### src/i2cbb_pkg.sv
// Types and constants shared by the I2C bit-bang master files.
package i2cbb_pkg;

	// Command codes
	localparam logic [1:0] CMD_TICK  = 2'd0;
	localparam logic [1:0] CMD_LOAD  = 2'd1;
	localparam logic [1:0] CMD_START = 2'd2;

	// Transaction modes
	localparam logic [1:0] MODE_WRITE   = 2'd0;
	localparam logic [1:0] MODE_READ    = 2'd1;
	localparam logic [1:0] MODE_WR_RD   = 2'd2;
	localparam logic [1:0] MODE_INVALID = 2'd3;

	// Completion status codes
	localparam logic [1:0] STAT_WR_OK = 2'd0;
	localparam logic [1:0] STAT_RD_OK = 2'd1;
	localparam logic [1:0] STAT_NACK  = 2'd2;

	// Configuration register indexes
	localparam logic REG_STEP_DELAY = 1'b0;
	localparam logic REG_ACK_DELAY  = 1'b1;

	// Reset values of the configuration registers
	localparam logic [7:0] STEP_DELAY_RST = 8'd1;
	localparam logic [7:0] ACK_DELAY_RST  = 8'd10;

	typedef struct packed {
		logic [1:0] cmd;
		logic       sda_in;
		logic [7:0] bus_addr;
		logic [4:0] write_len;
		logic [4:0] read_len;
		logic [1:0] mode;
		logic [3:0] load_index;
		logic [7:0] load_data;
	} in_item_t;

	typedef struct packed {
		logic       scl;
		logic       sda_out;
		logic       sda_drive;
		logic       rx_valid;
		logic [3:0] rx_index;
		logic [7:0] rx_byte;
		logic       done_res;
		logic [1:0] status;
		logic       busy_res;
	} out_item_t;

	typedef struct packed {
		logic [7:0] step_delay;
		logic [7:0] ack_delay;
	} cfg_t;

endpackage

### src/i2cbb_if.sv
// Valid/ready channel interfaces for input and result items.
interface i2cbb_in_if;
	logic                 valid;
	logic                 ready;
	i2cbb_pkg::in_item_t  data;

	modport source(output valid, output data, input ready);
	modport sink(input valid, input data, output ready);
endinterface

interface i2cbb_out_if;
	logic                 valid;
	logic                 ready;
	i2cbb_pkg::out_item_t data;

	modport source(output valid, output data, input ready);
	modport sink(input valid, input data, output ready);
endinterface

### src/i2cbb_core.sv
// Bus phase sequencer, transmit buffer and result formation for one item.
module i2cbb_core #(
	parameter int BUF_DEPTH = 16
) (
	input  logic                 clk,
	input  logic                 arst_n,
	input  logic                 fire,
	input  i2cbb_pkg::in_item_t  item,
	input  i2cbb_pkg::cfg_t      cfg,
	output i2cbb_pkg::out_item_t res
);

	localparam int IDX_W = (BUF_DEPTH > 1) ? $clog2(BUF_DEPTH) : 1;
	localparam int LD_W  = (IDX_W > 4) ? IDX_W : 4;
	localparam int RD_W  = (IDX_W > 6) ? IDX_W : 6;

	typedef enum logic [3:0] {
		PH_IDLE, PH_START, PH_TX, PH_GET_ACK, PH_RX,
		PH_SET_ACK, PH_SET_NACK, PH_STOP, PH_RESTART, PH_DELAY
	} phase_t;

	phase_t      phase_q, phase_n, ret_q, ret_n;
	logic [1:0]  sub_q, sub_n;
	logic [7:0]  dly_q, dly_n;
	logic [7:0]  txsh_q, txsh_n;
	logic [7:0]  rxsh_q, rxsh_n;
	logic [3:0]  bitc_q, bitc_n;
	logic [5:0]  txc_q, txc_n;
	logic [4:0]  rxc_q, rxc_n;
	logic [4:0]  alen_q, alen_n;
	logic [4:0]  plen_q, plen_n;
	logic        rxm_q, rxm_n;
	logic        rep_q, rep_n;
	logic        fail_q, fail_n;
	logic [7:0]  addr_q, addr_n;
	logic        scl_q, scl_n;
	logic        sda_q, sda_n;
	logic        drv_q, drv_n;

	logic [7:0]  txbuf_q [BUF_DEPTH];
	logic [LD_W-1:0] ld_ext;
	logic [RD_W-1:0] rd_ext;
	logic        ld_ok;
	logic [7:0]  tx_byte;
	logic [7:0]  rxsh_shift;
	logic [3:0]  bitc_inc;
	logic [4:0]  rxc_inc;
	logic [5:0]  txc_inc;

	// Buffer addressing
	assign ld_ext  = LD_W'(item.load_index);
	assign rd_ext  = RD_W'(txc_q);
	assign ld_ok   = (32'(item.load_index) < BUF_DEPTH);
	assign tx_byte = (32'(txc_q) < BUF_DEPTH) ? txbuf_q[rd_ext[IDX_W-1:0]] : 8'h00;

	assign rxsh_shift = {rxsh_q[6:0], item.sda_in};
	assign bitc_inc   = bitc_q + 4'd1;
	assign rxc_inc    = rxc_q + 5'd1;
	assign txc_inc    = txc_q + 6'd1;

	// Write the transmit buffer on a load item
	always_ff @(posedge clk) begin
		if (fire && item.cmd == i2cbb_pkg::CMD_LOAD && ld_ok) begin
			txbuf_q[ld_ext[IDX_W-1:0]] <= item.load_data;
		end
	end

	// Next state and result for the current item
	always_comb begin
		phase_n = phase_q;  ret_n  = ret_q;   sub_n  = sub_q;   dly_n  = dly_q;
		txsh_n  = txsh_q;   rxsh_n = rxsh_q;  bitc_n = bitc_q;  txc_n  = txc_q;
		rxc_n   = rxc_q;    alen_n = alen_q;  plen_n = plen_q;  rxm_n  = rxm_q;
		rep_n   = rep_q;    fail_n = fail_q;  addr_n = addr_q;
		scl_n   = scl_q;    sda_n  = sda_q;   drv_n  = drv_q;
		res = '0;

		unique case (item.cmd)
			i2cbb_pkg::CMD_TICK: begin
				unique case (phase_q)
					PH_START: begin
						drv_n = 1'b1;
						phase_n = PH_DELAY;
						dly_n = cfg.step_delay;
						ret_n = PH_START;
						if (sub_q == 2'd0) begin
							sda_n = 1'b1; scl_n = 1'b1; sub_n = 2'd1;
						end else if (sub_q == 2'd1) begin
							sda_n = 1'b0; sub_n = 2'd2;
						end else begin
							scl_n = 1'b0; sub_n = 2'd0; ret_n = PH_TX;
						end
					end
					PH_TX: begin
						drv_n = 1'b1;
						phase_n = PH_DELAY;
						dly_n = cfg.step_delay;
						ret_n = PH_TX;
						if (sub_q == 2'd0) begin
							if (bitc_q >= 4'd8) begin
								bitc_n = 4'd0;
								txsh_n = tx_byte;
								txc_n = txc_inc;
								ret_n = PH_GET_ACK;
							end else begin
								sda_n = txsh_q[7];
								txsh_n = {txsh_q[6:0], 1'b0};
								bitc_n = bitc_inc;
								sub_n = 2'd1;
								scl_n = 1'b1;
							end
						end else if (scl_q) begin
							scl_n = 1'b0; sub_n = 2'd0;
						end
					end
					PH_GET_ACK: begin
						drv_n = 1'b0;
						phase_n = PH_DELAY;
						if (sub_q == 2'd0) begin
							scl_n = 1'b1; sub_n = 2'd1;
							dly_n = cfg.step_delay;
							ret_n = PH_GET_ACK;
						end else begin
							scl_n = 1'b0;
							sub_n = 2'd0;
							dly_n = cfg.ack_delay;
							if (!item.sda_in) begin
								drv_n = 1'b1;
								if (rxm_q) ret_n = PH_RX;
								else if (txc_q > 6'(alen_q)) ret_n = rep_q ? PH_RESTART : PH_STOP;
								else ret_n = PH_TX;
							end else begin
								ret_n = PH_STOP;
								fail_n = 1'b1;
							end
						end
					end
					PH_RX: begin
						drv_n = 1'b0;
						if (sub_q == 2'd0) begin
							scl_n = 1'b1; sub_n = 2'd1;
							phase_n = PH_DELAY;
							dly_n = cfg.step_delay;
							ret_n = PH_RX;
						end else begin
							scl_n = 1'b0;
							rxsh_n = rxsh_shift;
							bitc_n = bitc_inc;
							sub_n = 2'd0;
							if (bitc_inc >= 4'd8) begin
								res.rx_valid = 1'b1;
								res.rx_index = rxc_q[3:0];
								res.rx_byte = rxsh_shift;
								rxc_n = rxc_inc;
								bitc_n = 4'd0;
								phase_n = PH_DELAY;
								dly_n = cfg.step_delay;
								ret_n = (rxc_inc >= alen_q) ? PH_SET_NACK : PH_SET_ACK;
							end
						end
					end
					PH_SET_ACK: begin
						drv_n = 1'b1;
						phase_n = PH_DELAY;
						dly_n = cfg.step_delay;
						if (sub_q == 2'd0) begin
							sda_n = 1'b0; scl_n = 1'b1; sub_n = 2'd1;
							ret_n = PH_SET_ACK;
						end else begin
							scl_n = 1'b0; sda_n = 1'b1; sub_n = 2'd0;
							ret_n = PH_RX;
						end
					end
					PH_SET_NACK: begin
						drv_n = 1'b1;
						phase_n = PH_DELAY;
						dly_n = cfg.step_delay;
						if (sub_q == 2'd0) begin
							sda_n = 1'b1; scl_n = 1'b1; sub_n = 2'd1;
							ret_n = PH_SET_NACK;
						end else begin
							scl_n = 1'b0; sda_n = 1'b0; sub_n = 2'd0;
							ret_n = PH_STOP;
						end
					end
					PH_STOP: begin
						drv_n = 1'b1;
						if (sub_q == 2'd0) begin
							sda_n = 1'b0; scl_n = 1'b0; sub_n = 2'd1;
							phase_n = PH_DELAY; dly_n = cfg.step_delay; ret_n = PH_STOP;
						end else if (sub_q == 2'd1) begin
							scl_n = 1'b1; sub_n = 2'd2;
							phase_n = PH_DELAY; dly_n = cfg.step_delay; ret_n = PH_STOP;
						end else begin
							sda_n = 1'b1;
							res.done_res = 1'b1;
							if (fail_q) res.status = i2cbb_pkg::STAT_NACK;
							else res.status = rxm_q ? i2cbb_pkg::STAT_RD_OK
							                        : i2cbb_pkg::STAT_WR_OK;
							// Clear the transfer
							phase_n = PH_IDLE; sub_n = 2'd0; ret_n = PH_IDLE; dly_n = 8'd0;
							rxsh_n = 8'd0; bitc_n = 4'd0; txc_n = 6'd0; rxc_n = 5'd0;
							alen_n = 5'd0; plen_n = 5'd0;
							rxm_n = 1'b0; rep_n = 1'b0; fail_n = 1'b0;
						end
					end
					PH_RESTART: begin
						alen_n = plen_q; plen_n = 5'd0;
						rxm_n = 1'b1; rep_n = 1'b0; fail_n = 1'b0;
						txsh_n = addr_q | 8'h01;
						rxc_n = 5'd0; txc_n = 6'd0; bitc_n = 4'd0; sub_n = 2'd0;
						phase_n = PH_START;
					end
					PH_DELAY: begin
						dly_n = dly_q - 8'd1;
						if (dly_n == 8'd0) phase_n = ret_q;
					end
					default: begin
					end
				endcase
			end
			i2cbb_pkg::CMD_START: begin
				if (phase_q == PH_IDLE && item.mode != i2cbb_pkg::MODE_INVALID) begin
					sub_n = 2'd0; ret_n = PH_IDLE; dly_n = 8'd0; rxsh_n = 8'd0;
					bitc_n = 4'd0; txc_n = 6'd0; rxc_n = 5'd0;
					plen_n = 5'd0; rxm_n = 1'b0; rep_n = 1'b0; fail_n = 1'b0;
					addr_n = item.bus_addr;
					phase_n = PH_START;
					unique case (item.mode)
						i2cbb_pkg::MODE_READ: begin
							alen_n = item.read_len;
							rxm_n = 1'b1;
							txsh_n = item.bus_addr | 8'h01;
						end
						i2cbb_pkg::MODE_WR_RD: begin
							alen_n = item.write_len;
							plen_n = item.read_len;
							rep_n = 1'b1;
							txsh_n = item.bus_addr & 8'hFE;
						end
						default: begin
							alen_n = item.write_len;
							txsh_n = item.bus_addr & 8'hFE;
						end
					endcase
				end
			end
			default: begin
				// Load items touch only the buffer; code 3 is dropped
			end
		endcase

		res.scl = scl_n;
		res.sda_out = sda_n;
		res.sda_drive = drv_n;
		res.busy_res = (phase_n != PH_IDLE);
	end

	// Hold sequencer state and the line registers
	always_ff @(posedge clk or negedge arst_n) begin
		if (!arst_n) begin
			phase_q <= PH_IDLE; ret_q <= PH_IDLE; sub_q <= 2'd0; dly_q <= 8'd0;
			txsh_q <= 8'd0; rxsh_q <= 8'd0; bitc_q <= 4'd0; txc_q <= 6'd0;
			rxc_q <= 5'd0; alen_q <= 5'd0; plen_q <= 5'd0;
			rxm_q <= 1'b0; rep_q <= 1'b0; fail_q <= 1'b0; addr_q <= 8'd0;
			scl_q <= 1'b1; sda_q <= 1'b1; drv_q <= 1'b0;
		end else if (fire) begin
			phase_q <= phase_n; ret_q <= ret_n; sub_q <= sub_n; dly_q <= dly_n;
			txsh_q <= txsh_n; rxsh_q <= rxsh_n; bitc_q <= bitc_n; txc_q <= txc_n;
			rxc_q <= rxc_n; alen_q <= alen_n; plen_q <= plen_n;
			rxm_q <= rxm_n; rep_q <= rep_n; fail_q <= fail_n; addr_q <= addr_n;
			scl_q <= scl_n; sda_q <= sda_n; drv_q <= drv_n;
		end
	end

endmodule

### src/i2c_bitbang_master.sv
// An accepted item waits in the input register; its result is registered when the result
// slot is empty or being taken. Throughput: one item per cycle while results are taken;
// each tick item moves the sequencer one step. A waiting result stalls a full input register.
// Reset: asynchronous, active low; bus idle with SCL and SDA high, SDA released,
// delay registers at their defaults. The transmit buffer is not cleared.
module i2c_bitbang_master #(
	parameter int BUF_DEPTH = 16
) (
	input  logic              clk,
	input  logic              arst_n,
	i2cbb_in_if.sink          in_ch,
	i2cbb_out_if.source       out_ch,
	input  logic              cfg_we,
	input  logic              cfg_index,
	input  logic [7:0]        cfg_wdata
);

	logic                 valid_s1;
	i2cbb_pkg::in_item_t  item_s1;
	logic                 out_valid_q;
	i2cbb_pkg::out_item_t out_data_q;
	i2cbb_pkg::out_item_t res;
	i2cbb_pkg::cfg_t      cfg_q;
	logic                 advance;
	logic                 fire;

	// Advance when the result slot is empty or being taken
	assign advance      = !out_valid_q || out_ch.ready;
	assign fire         = valid_s1 && advance;
	assign in_ch.ready  = !valid_s1 || advance;
	assign out_ch.valid = out_valid_q;
	assign out_ch.data  = out_data_q;

	// Input register
	always_ff @(posedge clk or negedge arst_n) begin
		if (!arst_n) begin
			valid_s1 <= 1'b0;
		end else if (in_ch.ready) begin
			valid_s1 <= in_ch.valid;
		end
	end

	always_ff @(posedge clk) begin
		if (in_ch.valid && in_ch.ready) begin
			item_s1 <= in_ch.data;
		end
	end

	// Result register
	always_ff @(posedge clk or negedge arst_n) begin
		if (!arst_n) begin
			out_valid_q <= 1'b0;
		end else if (advance) begin
			out_valid_q <= fire;
		end
	end

	always_ff @(posedge clk) begin
		if (fire) begin
			out_data_q <= res;
		end
	end

	// Configuration registers
	always_ff @(posedge clk or negedge arst_n) begin
		if (!arst_n) begin
			cfg_q.step_delay <= i2cbb_pkg::STEP_DELAY_RST;
			cfg_q.ack_delay  <= i2cbb_pkg::ACK_DELAY_RST;
		end else if (cfg_we) begin
			unique case (cfg_index)
				i2cbb_pkg::REG_STEP_DELAY: cfg_q.step_delay <= cfg_wdata;
				i2cbb_pkg::REG_ACK_DELAY:  cfg_q.ack_delay  <= cfg_wdata;
				default: begin
				end
			endcase
		end
	end

	i2cbb_core #(
		.BUF_DEPTH(BUF_DEPTH)
	) u_core (
		.clk    (clk),
		.arst_n (arst_n),
		.fire   (fire),
		.item   (item_s1),
		.cfg    (cfg_q),
		.res    (res)
	);

endmodule

### src/flat_wrapper.sv
// flat-port wrapper written by rule: the top's interface ports become plain ports
module i2c_bitbang_master_flat 
#(
	parameter int BUF_DEPTH = 16
)
  (clk, arst_n, cfg_we, cfg_index, cfg_wdata, in_ch_valid, in_ch_data, in_ch_ready, out_ch_valid, out_ch_data, out_ch_ready);
  i2cbb_in_if in_ch_i ();
  i2cbb_out_if out_ch_i ();
  input  logic clk;
  input  logic arst_n;
  input  logic cfg_we;
  input  logic cfg_index;
  input  logic [7:0] cfg_wdata;
  input wire logic [$bits(in_ch_i.valid)-1:0] in_ch_valid;
  input wire logic [$bits(in_ch_i.data)-1:0] in_ch_data;
  output wire logic [$bits(in_ch_i.ready)-1:0] in_ch_ready;
  output wire logic [$bits(out_ch_i.valid)-1:0] out_ch_valid;
  output wire logic [$bits(out_ch_i.data)-1:0] out_ch_data;
  input wire logic [$bits(out_ch_i.ready)-1:0] out_ch_ready;
  assign in_ch_i.valid = in_ch_valid;
  assign in_ch_i.data = in_ch_data;
  assign in_ch_ready = in_ch_i.ready;
  assign out_ch_valid = out_ch_i.valid;
  assign out_ch_data = out_ch_i.data;
  assign out_ch_i.ready = out_ch_ready;
  i2c_bitbang_master #(.BUF_DEPTH(BUF_DEPTH)) u_core (.clk(clk), .arst_n(arst_n), .in_ch(in_ch_i), .out_ch(out_ch_i), .cfg_we(cfg_we), .cfg_index(cfg_index), .cfg_wdata(cfg_wdata));
endmodule
### config.mk
export PLATFORM = sky130hd
export DESIGN_NAME = i2c_bitbang_master_flat
export DESIGN_NICKNAME = d
export VERILOG_FILES = /design/src/i2cbb_pkg.sv /design/src/i2cbb_if.sv /design/src/i2cbb_core.sv /design/src/i2c_bitbang_master.sv /design/src/flat_wrapper.sv
export SDC_FILE = /design/constraint.sdc
export NUM_CORES = 1
export LEC_CHECK = 0
export BUFFER_PORTS_ARGS = -buffer_cell sky130_fd_sc_hd__buf_2
export CAP_MARGIN = 20
export CORE_MARGIN = 2
export CORE_UTILIZATION = 50
export CTS_BUF_LIST = sky130_fd_sc_hd__clkbuf_8
export DETAILED_ROUTE_END_ITERATION = 16
export GPL_TIMING_DRIVEN = 0
export PLACE_DENSITY = 0.67
export SLEW_MARGIN = 15
export SYNTH_ARGS = -nofsm -noshare
export SYNTH_HDL_FRONTEND = slang
export SYNTH_SLANG_ARGS = --single-unit
export TNS_END_PERCENT = 100
### constraint.sdc
create_clock -name clk -period 3.8 [get_ports clk]
set_clock_uncertainty 0.2 [all_clocks]
set_input_delay 0.95 -clock clk [delete_from_list [all_inputs] [get_ports clk]]
set_output_delay 0.95 -clock clk [all_outputs]
set_load 0.02 [all_outputs]
# ---- Word level (Yosys, flattened, before mapping)
# Memory sizes are Yosys's and may differ from the RTL's.
# Cells that the tools add are included.
dict set report word_totals {
  out_inout_bits 22
  register_bits 145
  input_bits 49
  ramBits 128
  memories 1
}
dict set report op_classes {
  order_cmp 5
  addsub 4
  bitwise 5
  n_reduce_logical 37
  n_mux 129
  eq_ne 37
}
# memory words width rd rd_clocked_by_memory_dff wr line_no
set mem_list {}
lappend mem_list {u_core.u_core.txbuf_q 16 8 1 0 1 i2cbb_core.sv:40} ;# logic [7:0] txbuf_q [BUF_DEPTH];
# cell count
set op_table {}
lappend op_table {{4-bit 2-to-1 mux} 20}
lappend op_table {{8-bit 2-to-1 mux} 10}
lappend op_table {{5-bit case mux with 2 select lines} 5}
lappend op_table {{8-bit case mux with 2 select lines} 3}
lappend op_table {{5-bit 2-to-1 mux} 9}
lappend op_table {{8-bit case mux with 5 select lines} 1}
lappend op_table {{1-bit 2-to-1 mux} 37}
lappend op_table {{8-bit AND reduction} 4}
lappend op_table {{6-bit 2-to-1 mux} 5}
lappend op_table {{4-bit case mux with 7 select lines} 1}
lappend op_table {{7-bit case mux with 2 select lines} 2}
lappend op_table {{4-bit case mux with 2 select lines} 3}
lappend op_table {{7-bit 2-to-1 mux} 3}
lappend op_table {{3-bit != test (second input constant)} 7}
lappend op_table {{2-bit 2-to-1 mux} 10}
lappend op_table {{4-bit case mux with 5 select lines} 1}
lappend op_table {{6-bit case mux with 3 select lines} 1}
lappend op_table {{4-bit by 3-bit equality test with 1-bit output (second input constant)} 4}
lappend op_table {{4-bit case mux with 4 select lines} 1}
lappend op_table {{4-bit OR reduction} 4}
lappend op_table {{5-bit case mux with 3 select lines} 1}
lappend op_table {{5-bit AND reduction} 3}
lappend op_table {{5-bit OR reduction} 3}
lappend op_table {{13-bit 2-to-1 mux} 1}
lappend op_table {{45 further kinds} 78}

# ---- Logic depth before layout (Yosys ltp)
# Gate-level depths: netlist of run 1.
dict set report depth {
  word_depth 7
  mapped_depth 10
}

# ---- Hierarchy
# Synthesis of run 1 repeated with hierarchy kept, for this count alone.
dict set report hier_totals {
  hier_cells 897
  hier_area_um2 12293.0
}
# module cells_each area_per_inst_um2 seq_area_each_um2 instances
set by_module_without_submodules {}
lappend by_module_without_submodules {i2cbb_core 799 9907.0 5622.9 1}
lappend by_module_without_submodules {i2c_bitbang_master 98 2386.0 2105.8 1}

# ---- Worst setup path before layout of run 1
# No wires, ideal clock.
dict set report synth_path {
  path_kind {input port to flip-flop}
  from {input port out_ch_ready}
  to {memory u_core.u_core.txbuf_q[0][0] (enable)}
  arrival_ns 2.694
  path_stages 5
  slack_ns 0.522
  path_buffers 0
  cell_sequence {nand2b_1 -> nand2_1 -> nor3b_1 -> or3b_2 -> nor3_1}
}
dict set report synth_between {
  elab_chain_cells 5
}
# element line_no
set synth_rtl {}
lappend synth_rtl {{start, declared} flat_wrapper.sv:19} ;# input wire logic [$bits(out_ch_i.ready)-1:0] out_ch_ready;
lappend synth_rtl {{1-bit logical OR} i2c_bitbang_master.sv:28} ;# assign advance = !out_valid_q || out_ch.ready;
lappend synth_rtl {{1-bit logical AND} i2c_bitbang_master.sv:29} ;# assign fire = valid_s1 && advance;
lappend synth_rtl {{1-bit logical AND} i2cbb_core.sv:63} ;# if (fire && item.cmd == i2cbb_pkg::CMD_LOAD && ld_ok) begin
lappend synth_rtl {{1-bit 2-to-1 mux} i2cbb_core.sv:63}
lappend synth_rtl {{1-bit 2-to-1 mux (implied by the code)} i2cbb_core.sv:64} ;# txbuf_q[ld_ext[IDX_W-1:0]] <= item.load_data;
lappend synth_rtl {{end, declared} i2cbb_core.sv:40}
# No other way between the ends.

# ---- Worst setup path after layout of run 1
dict set report layout_path {
  from {input port out_ch_ready}
  to {memory u_core.u_core.txbuf_q[3][3] (enable)}
}
# Same word-level chain as after synthesis.

==> results.py, run 1 <==
metrics = {
    "cts": {
        "root_buffer": "clkbuf_8",
        "clkLatencyLatePin_ps": 580,
        "post_cts_resized": 0,
        "clk_path_buf_depth": 3,
        "cts_buffers": 44,
        "postCtsHoldBufs": 0,
        "ctsHtreeMaxLevel": 2,
        "cts.clk_slew.worst_paths_ps": 60,
        "cts.sinks": 271,
        "post_cts_buffers": 0,
        "cts_tree": "done",
    },
    "synthesis": {
        "synth-compound-area-share": 0.0929,
        "synth_seq_cells": 271,
        "synthesis.nets": 960,
        "synthAdderAreaFrac": 0.0165,
        "synth_edf_count": 182,
        "avgSynthCellArea_um2": 13.6,
        "synthXorXnorAreaFrac": 0.00432,
        "synthCells": 895,
        "async_flop_share": 0.328,
        "synth-simple-area-share": 0.117,
        "synth-seq-area-share": 0.633,
        "synth.distinct_cells": 82,
        "synth_top_family_by_area": "simple AND/OR/NAND/NOR gates",
        "ys.flop_type": "edfxtp_1",
        "muxShareOfSynthArea": 0.115,
        "yosysWarnings": 0,
        "synth_area_um2": 12200,
    },
    "layout": {
        "antenna_cells": 0,
        "mostFrequentLayoutCell": "edfxtp_1",
        "multi_input_area_um2": 4220,
        "drive_gt1_frac": 0.230,
        "finalInstanceArea_um2": 13900,
        "syn_to_final_growth_pct": 14.5,
        "final_cell_mix": "182 x edfxtp_1, 98 x nand2_1, 84 x dfrtp_1, 74 x buf_2",
        "fillerInstances": 2022,
        "regArea_um2": 7700,
        "num-nets-final": 1079,
    },
    "sta": {
        "worst_pin_slew_ps": 1000,
        "rsz0062_at_grt": "no",
        "worst_slack_ps": 343,
        "finalSetupViolCount": 0,
        "setup_tns_ps": 0,
        "final_max_slew_viol_count": 0,
        "fin_crit_ps": 3460,
        "finalHoldViolations": 0,
        "fmax_ghz": 0.289,
        "max_slew_margin": 0.328,
        "fin_crit_sh": 0.910,
    },
    "worst_setup_path": {
        "critical_path_required_ps": 3780,
        "cp.arrival_ps": 3440,
        "critical_path_class": "input port to register",
        "crit_fanout": 8,
        "endpoint_kind": "register",
        "cp-start-kind": "input port",
    },
    "run_status": {
        "status": "finished, final reports clean",
    },
    "global_routing": {
        "grt_usage": 0.214,
        "grt_max_degree": 52,
        "antenna_found_initial": 0,
        "grt_pass1_wl_mm": 42.9,
        "grt_remaining_overflow": 0,
        "grt_pass1_vias": 7766,
    },
    "floorplanning": {
        "io_pins": 71,
        "die_h_um": 160,
        "initial_core_util": 0.504,
        "die_x_um": 160,
        "core_area_um2": 24100,
        "rows": 57,
        "die_area_um2": 25600,
    },
    "detailed_routing": {
        "vias_per_cell": 5.78,
        "ant_nets": 0,
        "first_pass_iters": 5,
        "vias": 7946,
        "wl_per_cell_um": 19.6,
        "first_iter_violations": 657,
        "drt-total-wl_mm": 26.9,
        "drc": 0,
    },
    "place": {
        "place.port_buffers": 69,
        "dp_slack_ps": -164,
        "place_congestion": 0.937,
        "dp_hpwl_mm": 18.8,
        "dpl-instance-area_um2": 13000,
    },
    "power": {
        "p_sw_frac": 0.318,
        "p_leak_nw": 5.23,
        "combinationalPowerShare": 0.264,
        "clkPwrFrac": 0.297,
        "pwr-share-seq": 0.439,
        "p_int_w": 0.00585,
        "p_sw_w": 0.00273,
        "ir_drop_v": 0.000393,
        "power.density_nw_per_um2": 616,
    },
    "run": {
        "cap_viol_max_count": 0,
    },
    "worst_hold_path": {
        "hold_class": "input port to asynchronous set/reset pin",
    },
}
cells by family (layout without fill, tap and decap cells):
group / Yosys count / in the layout
and+or+nand+nor: 284 / 284
DFF: 271 / 271
AOI/OAI and AO/OA: 169 / 169
muxes: 85 / 85
buffers and inverters: 64 / 219
adders and majority gates: 16 / 16
xor gates and xnor gates: 6 / 6
power by group through the flow:
stage | logic, W | clock network (W) | registers (W)
after global routing | 0.00249 | 0.00274 | 0.00381
after detailed placement | 0.00224 | 0 | 0.00381
final | 0.00227 | 0.00255 | 0.00376
after CTS | 0.00225 | 0.00261 | 0.00376
after global placement | 0.00221 | 0 | 0.00381
after floorplan | 0.00163 | 0 | 0.00376
cell type report:
class,instances,area share
inverters,20,0.00539
clock inverters,27,0.0124
flip-flops and latches,271,0.553
repair buffers,73,0.0295
multi-input cells,560,0.303
well taps,324,0.0291
clock buffers,55,0.0544
plain buffers,44,0.0129
cell usage after synthesis (7+ instances only):
| library cell | instances | area, um2 |
|---|---|---|
| edfxtp_1 | 182 | 5470 |
| nand3_1 | 15 | 75.1 |
| dfrtp_1 | 84 | 2100 |
| nand2b_1 | 11 | 68.8 |
| nand2_1 | 98 | 368 |
| or3_1 | 9 | 56.3 |
| nor3_1 | 22 | 110 |
| mux4_2 | 40 | 901 |
| o21ai_0 | 24 | 120 |
| clkbuf_1 | 32 | 120 |
| ha_1 | 16 | 200 |
| inv_1 | 18 | 67.6 |
| mux2_2 | 30 | 338 |
| and3_1 | 9 | 56.3 |
| a32oi_1 | 7 | 61.3 |
| a21oi_1 | 38 | 190 |
| nor2b_1 | 8 | 50.1 |
| and2_1 | 17 | 106 |
| mux2i_1 | 10 | 100 |
| nor2_1 | 55 | 206 |
| o21ai_1 | 27 | 135 |
per-stage QoR:
step | total power [W] | cells | hold WS, ps | utilization
after CTS | 0.00862 | 1374 | 259 | 0.578
after global placement | 0.00601 | 1288 | 254 | 0.535
final | 0.00858 | 1374 | 246 | 0.578
after detailed placement | 0.00605 | 1292 | 276 | 0.539
after global routing | 0.00904 | 1374 | 286 | 0.578
after floorplan | 0.00539 | 895 | 238 | -
state kept, by name, indices dropped and copies added, names as in the netlist, 6 cells and up:
name and count:
u_core.u_core.txsh_q 8, u_core.item_s1 34, u_core.u_core.rd_ext 6, u_core.u_core.addr_q 7
u_core.u_core.dly_q 8, u_core.cfg_q 16, u_core.u_core.rxsh_q 7, u_core.out_ch.data 20
u_core.u_core.txbuf_q 128
path summary, 6_finish.rpt:
| kind | startpoint | to | slack, ps | cells after the start |
|---|---|---|---|---|
| setup / recovery | out_ch_ready | u_core.u_core.txbuf_q[3][3] | 340 | 6 |
| hold / removal | arst_n | u_core.u_core.rxsh_q[3] | 250 | 1 |
| setup reg to reg | u_core.out_ch.valid | u_core.u_core.txbuf_q[3][3] | 440 | 5 |
| hold reg to reg | u_core.u_core.plen_q[1] | u_core.u_core.plen_q[1] | 290 | 2 |
| max in group asynchronous | arst_n | u_core.cfg_q[3] | 2420 | 2 |
| min in group clk | u_core.u_core.plen_q[1] | u_core.u_core.plen_q[1] | 290 | 2 |
critical path, stage by stage:
cell      delay [ps]
buf_2             90
nand2b_1         130
nand2_1          300
nor3b_1          740
or3b_2           560
nor2_1           660
layer usage:
metal	wire length, um	GRT usage	vias up
met5	0	0	-
met4	669	0.0725	0
met3	2020	0.0384	56
met2	12000	0.319	325
met1	12200	0.323	3902
li1	-	-	3663
Note: power is estimated with default switching activity, not from simulation.
==> inputs of run 2 (changes only) <==
==> constraint.sdc (replaced) <==
create_clock -name clk -period 3.8 [get_ports clk]
set_clock_uncertainty 0.2 [all_clocks]
set_input_delay 0.38 -clock clk [delete_from_list [all_inputs] [get_ports clk]]
set_output_delay 0.38 -clock clk [all_outputs]
set_load 0.02 [all_outputs]
==> run 2 against run 1 <==
Compared with the run above: global-route usage up 0.58 points; critical path type unchanged; register-to-register slack barely moved; final cell count increased by 3.3%; highest routed layer unchanged.
==> results.py, run 2 (synthesis results as in run 1) <==
metrics = {
    "detailed_routing": {
        "drc": 0,
        "first_pass_iters": 5,
        "vias": 8103,
        "first_iter_violations": 711,
        "drt-total-wl_mm": 27.6,
        "wl_per_cell_um": 19.4,
        "vias_per_cell": 5.71,
        "ant_nets": 0,
    },
    "global_routing": {
        "grt_usage": 0.220,
        "grt_pass1_wl_mm": 44.1,
        "grt_remaining_overflow": 0,
        "antenna_found_initial": 0,
        "grt_max_degree": 52,
        "grt_pass1_vias": 8036,
    },
    "sta": {
        "fmax_ghz": 0.292,
        "worst_slack_ps": 380,
        "rsz0062_at_grt": "no",
        "fin_crit_ps": 3420,
        "finalSetupViolCount": 0,
        "max_slew_margin": 0.319,
        "finalHoldViolations": 0,
        "fin_crit_sh": 0.900,
        "worst_pin_slew_ps": 1020,
        "setup_tns_ps": 0,
        "final_max_slew_viol_count": 0,
    },
    "cts": {
        "cts.sinks": 271,
        "ctsHtreeMaxLevel": 2,
        "cts_buffers": 44,
        "clkLatencyLatePin_ps": 580,
        "root_buffer": "clkbuf_8",
        "clk_path_buf_depth": 3,
        "post_cts_buffers": 0,
        "cts_tree": "done",
        "post_cts_resized": 0,
        "cts.clk_slew.worst_paths_ps": 60,
    },
    "layout": {
        "antenna_cells": 0,
        "mostFrequentLayoutCell": "edfxtp_1",
        "final_cell_mix": "182 x edfxtp_1, 98 x nand2_1, 84 x dfrtp_1, 74 x buf_2",
        "syn_to_final_growth_pct": 18.3,
        "num-nets-final": 1125,
        "largest_register_ffs": 128,
        "drive_gt1_frac": 0.221,
    },
    "run": {
        "cap_viol_max_count": 0,
    },
    "run_status": {
        "status": "finished, final reports clean",
    },
    "worst_setup_path": {
        "reg2reg_from": "u_core.out_ch.valid",
        "cp.arrival_ps": 3400,
        "endpoint_kind": "register",
        "crit_buf_inv": 2,
        "critical_path_class": "input port to register",
        "timing.reg2reg.setup_slack_ps": 450,
        "crit_path_top_delay_cell": "nor3b_1",
        "crit_path_start": "out_ch_ready",
        "critical_path_required_ps": 3780,
        "crit_fanout": 8,
        "cp_cell_sequence": "dlygate4sd3_1 -> buf_2 -> nand2b_1 -> nand2_1 -> nor3b_1 -> or3b_2 -> nor2_1",
        "cpPeakStageDelay_ps": 740,
        "crit_family": "simple AND/OR/NAND/NOR gates",
        "cp-start-kind": "input port",
    },
    "place": {
        "dp_slack_ps": 406,
        "dp_hpwl_mm": 18.8,
        "place.port_buffers": 69,
        "place_congestion": 0.937,
    },
    "power": {
        "p_leak_nw": 5.43,
        "ir_drop_v": 0.000394,
        "power.density_nw_per_um2": 599,
    },
    "worst_hold_path": {
        "hold_class": "input port to asynchronous set/reset pin",
    },
    "floorplanning": {
        "core_area_um2": 24100,
        "die_x_um": 160,
        "die_area_um2": 25600,
        "rows": 57,
        "io_pins": 71,
        "initial_core_util": 0.504,
        "die_h_um": 160,
    },
}
run 2: changes by cell type in the layout (fill, tap and decap cells not counted), sizes merged:
cell and change:
dlygate4sd3 +46
run 2: final cells by class:
| cell class | instances | area [um2] |
|---|---|---|
| plain buffers | 44 | 180 |
| flip-flops and latches | 271 | 7700 |
| clock inverters | 27 | 173 |
| fillers | 1962 | 9720 |
| inverters | 20 | 75.1 |
| clock buffers | 55 | 757 |
| repair buffers | 119 | 871 |
| multi-input cells | 560 | 4220 |
| well taps | 324 | 405 |
run 2: routing by layer:
| metal | global-route usage | share of wire | up-vias |
|---|---|---|---|
| met1 | 0.327 | 0.46 | 3964 |
| met2 | 0.335 | 0.45 | 321 |
| met3 | 0.0374 | 0.064 | 65 |
| met5 | 0 | 0 | - |
| met4 | 0.0729 | 0.027 | 0 |
| li1 | - | - | 3753 |
run 2: final timing paths:
kind | endpoint | cells after the start
min reg2reg | u_core.u_core.plen_q[2] | 2
max | u_core.u_core.txbuf_q[3][3] | 7
min in group clk | u_core.cfg_q[5] | 3
max in group asynchronous | u_core.cfg_q[3] | 3
min | u_core.u_core.rxsh_q[3] | 2
max reg2reg | u_core.u_core.txbuf_q[3][3] | 5
run 2: power breakdown:
group / internal [W] / total (W) / switching [W]
Sequential: 0.00350 / 0.00376 / 0.000265
Combinational: 0.000989 / 0.00230 / 0.00131
Clock: 0.00139 / 0.00255 / 0.00116
run 2: worst reg2reg max path, delay by kind of cell (launching register included):
family        cells  cell delay, ps
flops             1             400
simple gates      5            2380
run 2: repair_timing:
action	in CTS	in global routing
setup endpoints to repair	0	0
endpoints found under the hold margin	100	0
hold buffers	46	0
run 2: per-stage QoR:
stage               hold WS (ps)  cell area (um2)  total power [W]  utilization  instances
floorplan                   -116            12200          0.00539            -        895
global placement             254            12900          0.00601        0.535       1288
detailed placement           274            13000          0.00605        0.539       1292
CTS                          243            14400          0.00865        0.597       1420
global route                 287            14400          0.00908        0.597       1420
finish                       225            14400          0.00862        0.597       1420
==> inputs of run 3 (changes only) <==
- ABC_AREA: unset -> 1
==> run 3 against run 2 <==
Compared with the run above: combinational power rose by 42%; synthesized cell count grew 39%; die area grew 1.4%; flip-flop and latch count did not move; clock power about the same; sequential share of layout area down 0.40 points; critical path type unchanged.
==> results.py, run 3 <==
metrics = {
    "run_status": {
        "status": "finished, final reports clean",
    },
    "synthesis": {
        "synth-seq-area-share": 0.625,
        "synth_seq_cells": 271,
        "synth.distinct_cells": 45,
        "synth_area_leaders": "edfxtp_1 44%, dfrtp_1 17%, nand2_1 6.9%",
        "avgSynthCellArea_um2": 9.89,
        "synth_edf_count": 182,
        "synth.most_common_cell": "nand2_1",
        "synth_top_area_frac": 0.443,
        "ys.flop_type": "edfxtp_1",
        "async_flop_share": 0.328,
        "synth_common_cells": "227 x nand2_1, 192 x nor2_1, 182 x edfxtp_1",
        "synthesis.nets": 1311,
        "yosysTopAreaCell": "edfxtp_1",
        "yosysWarnings": 0,
        "synthCells": 1246,
        "synth_area_um2": 12300,
    },
    "detailed_routing": {
        "vias": 9470,
        "ant_nets": 0,
        "drc": 0,
        "wl_per_cell_um": 17.0,
        "first_pass_iters": 6,
        "first_iter_violations": 870,
        "vias_per_cell": 5.35,
        "drt-total-wl_mm": 30.2,
    },
    "place": {
        "dp_hpwl_mm": 20.8,
        "place_congestion": 0.903,
        "dp.cells": 1640,
        "dp_slack_ps": 762,
        "place.port_buffers": 69,
    },
    "sta": {
        "rsz0062_at_grt": "no",
        "fin_crit_sh": 0.832,
        "worst_slack_ps": 638,
        "setup_tns_ps": 0,
        "finalSetupViolCount": 0,
        "worst_pin_slew_ps": 1010,
        "max_slew_margin": 0.321,
        "final_max_slew_viol_count": 0,
        "fin_crit_ps": 3160,
        "hold_ws_ps": 37.8,
        "fmax_ghz": 0.316,
        "finalHoldViolations": 0,
    },
    "worst_setup_path": {
        "critical_path_required_ps": 3760,
        "timing.reg2reg.setup_slack_ps": 710,
        "cp-start-kind": "input port",
        "reg2reg_depth": 5,
        "crit_fanout": 8,
        "endpoint_kind": "register",
        "cp.arrival_ps": 3120,
        "critical_path_class": "input port to register",
    },
    "floorplanning": {
        "rows": 57,
        "die_h_um": 161,
        "core_area_um2": 24200,
        "die_x_um": 161,
        "die_area_um2": 25900,
        "initial_core_util": 0.508,
        "io_pins": 71,
    },
    "layout": {
        "num-nets-final": 1476,
        "syn_to_final_growth_pct": 17.6,
        "antenna_cells": 0,
        "fillerInstances": 2053,
        "instances_no_fill": 1769,
        "fin_util": 0.598,
        "largest_register_ffs": 128,
        "final_cell_mix": "227 x nand2_1, 192 x nor2_1, 182 x edfxtp_1, 143 x o21ai_0, 131 x inv_1",
        "mostFrequentLayoutCell": "nand2_1",
        "drive_gt1_frac": 0.123,
    },
    "global_routing": {
        "grt_usage": 0.238,
        "antenna_found_initial": 0,
        "grt_max_degree": 55,
        "grt_pass1_vias": 9486,
        "grt_remaining_overflow": 0,
        "grt_pass1_wl_mm": 48.8,
    },
    "power": {
        "pwr-share-seq": 0.401,
        "ir_drop_v": 0.000399,
        "p_leak_nw": 6.04,
        "p_sw_w": 0.00371,
        "clkPwrFrac": 0.262,
        "combinationalPowerShare": 0.337,
        "p_int_w": 0.00598,
        "p_sw_frac": 0.383,
        "power.density_nw_per_um2": 668,
    },
    "cts": {
        "post_cts_resized": 0,
        "cts_tree": "done",
        "clk_path_buf_depth": 3,
        "cts_buffers": 46,
        "clkLatencyLatePin_ps": 570,
        "root_buffer": "clkbuf_8",
        "cts.sinks": 271,
        "cts.clk_slew.worst_paths_ps": 60,
        "post_cts_buffers": 0,
        "ctsHtreeMaxLevel": 2,
    },
    "worst_hold_path": {
        "whs_path_depth": 4,
        "hold_class": "input port to register",
    },
    "run": {
        "cap_viol_max_count": 0,
    },
}
-- run 3: cell count changes after synthesis, sizes merged, moves of 11 or more --
| cell | delta |
|---|---|
| o21ai | +111 |
| nor2 | +148 |
| mux2 | -35 |
| nand3 | +57 |
| nand2 | +133 |
| mux4 | -40 |
| o211ai | +18 |
| nand4 | +12 |
| and2 | -17 |
| inv | +105 |
| nand2b | -11 |
-- run 3: layout make-up --
type,count,area [um2],area share
Sequential cell,271,7700,0.531
Clock buffer,58,798,0.0551
Inverter,125,469,0.0324
Timing Repair Buffer,117,846,0.0584
Tap cell,324,405,0.0280
Clock inverter,24,115,0.00794
Buffer,41,176,0.0122
Multi-Input combinational cell,809,3980,0.275
-- run 3: logic make-up (layout without fill, tap and decap cells) --
logic type / count (synthesis) / count (layout) / share of synthesized area
XOR/XNOR: 6 / 6 / 0.00426
buffers and inverters: 166 / 365 / 0.0523
AO/OA/AOI/OAI: 254 / 254 / 0.119
adder cells (fa/ha/maj): 16 / 16 / 0.0162
multiplexers: 1 / 1 / 0.000812
flip-flops: 271 / 271 / 0.625
AND/OR/NAND/NOR: 532 / 532 / 0.183
-- run 3: repair_timing --
| action | CTS | global route |
|---|---|---|
| hold endpoints to repair | 87 | 0 |
| hold buffers | 47 | 0 |
| endpoints found under the setup margin | 0 | 0 |
-- run 3: stage by stage --
stage / area, um2 / total power, W
3_5_place_dp: 13100 / 0.00712
2_1_floorplan: 12300 / 0.00612
5_1_grt: 14500 / 0.0104
6_report: 14500 / 0.00968
3_3_place_gp: 13100 / 0.00703
4_1_cts: 14500 / 0.00971
-- run 3: worst paths after layout --
check / start / to
setup reg to reg: u_core.out_ch.valid / u_core.u_core.txbuf_q[15][4]
hold reg to reg: u_core.u_core.ret_q[1] / u_core.u_core.ret_q[1]
min in group asynchronous: arst_n / u_core.u_core.phase_q[2]
setup / recovery: out_ch_ready / u_core.u_core.txbuf_q[15][4]
hold / removal: cfg_index / u_core.cfg_q[3]
max in group asynchronous: arst_n / u_core.cfg_q[1]
-- run 3: power groups by stage --
| stage | Sequential, W | Combinational [W] | Clock, W |
|---|---|---|---|
| 6_report | 0.00389 | 0.00326 | 0.00254 |
| 5_1_grt | 0.00394 | 0.00369 | 0.00273 |
| 4_1_cts | 0.00388 | 0.00324 | 0.00259 |
| 3_5_place_dp | 0.00394 | 0.00318 | 0 |
| 3_3_place_gp | 0.00393 | 0.00310 | 0 |
| 2_1_floorplan | 0.00389 | 0.00222 | 0 |
-- run 3: critical path: stages --
cell	delay [ps]
dlygate4sd3_1	530
buf_2	100
inv_1	50
nand2_1	90
nand2_1	230
nor3_1	620
nand3_1	280
nor2_1	840
-- run 3: layer usage --
layer	routed length [um]	track usage	up-vias
met5	0	0	-
met4	835	0.0791	0
met3	1900	0.0452	66
met2	14600	0.412	318
met1	12800	0.304	4483
li1	-	-	4603
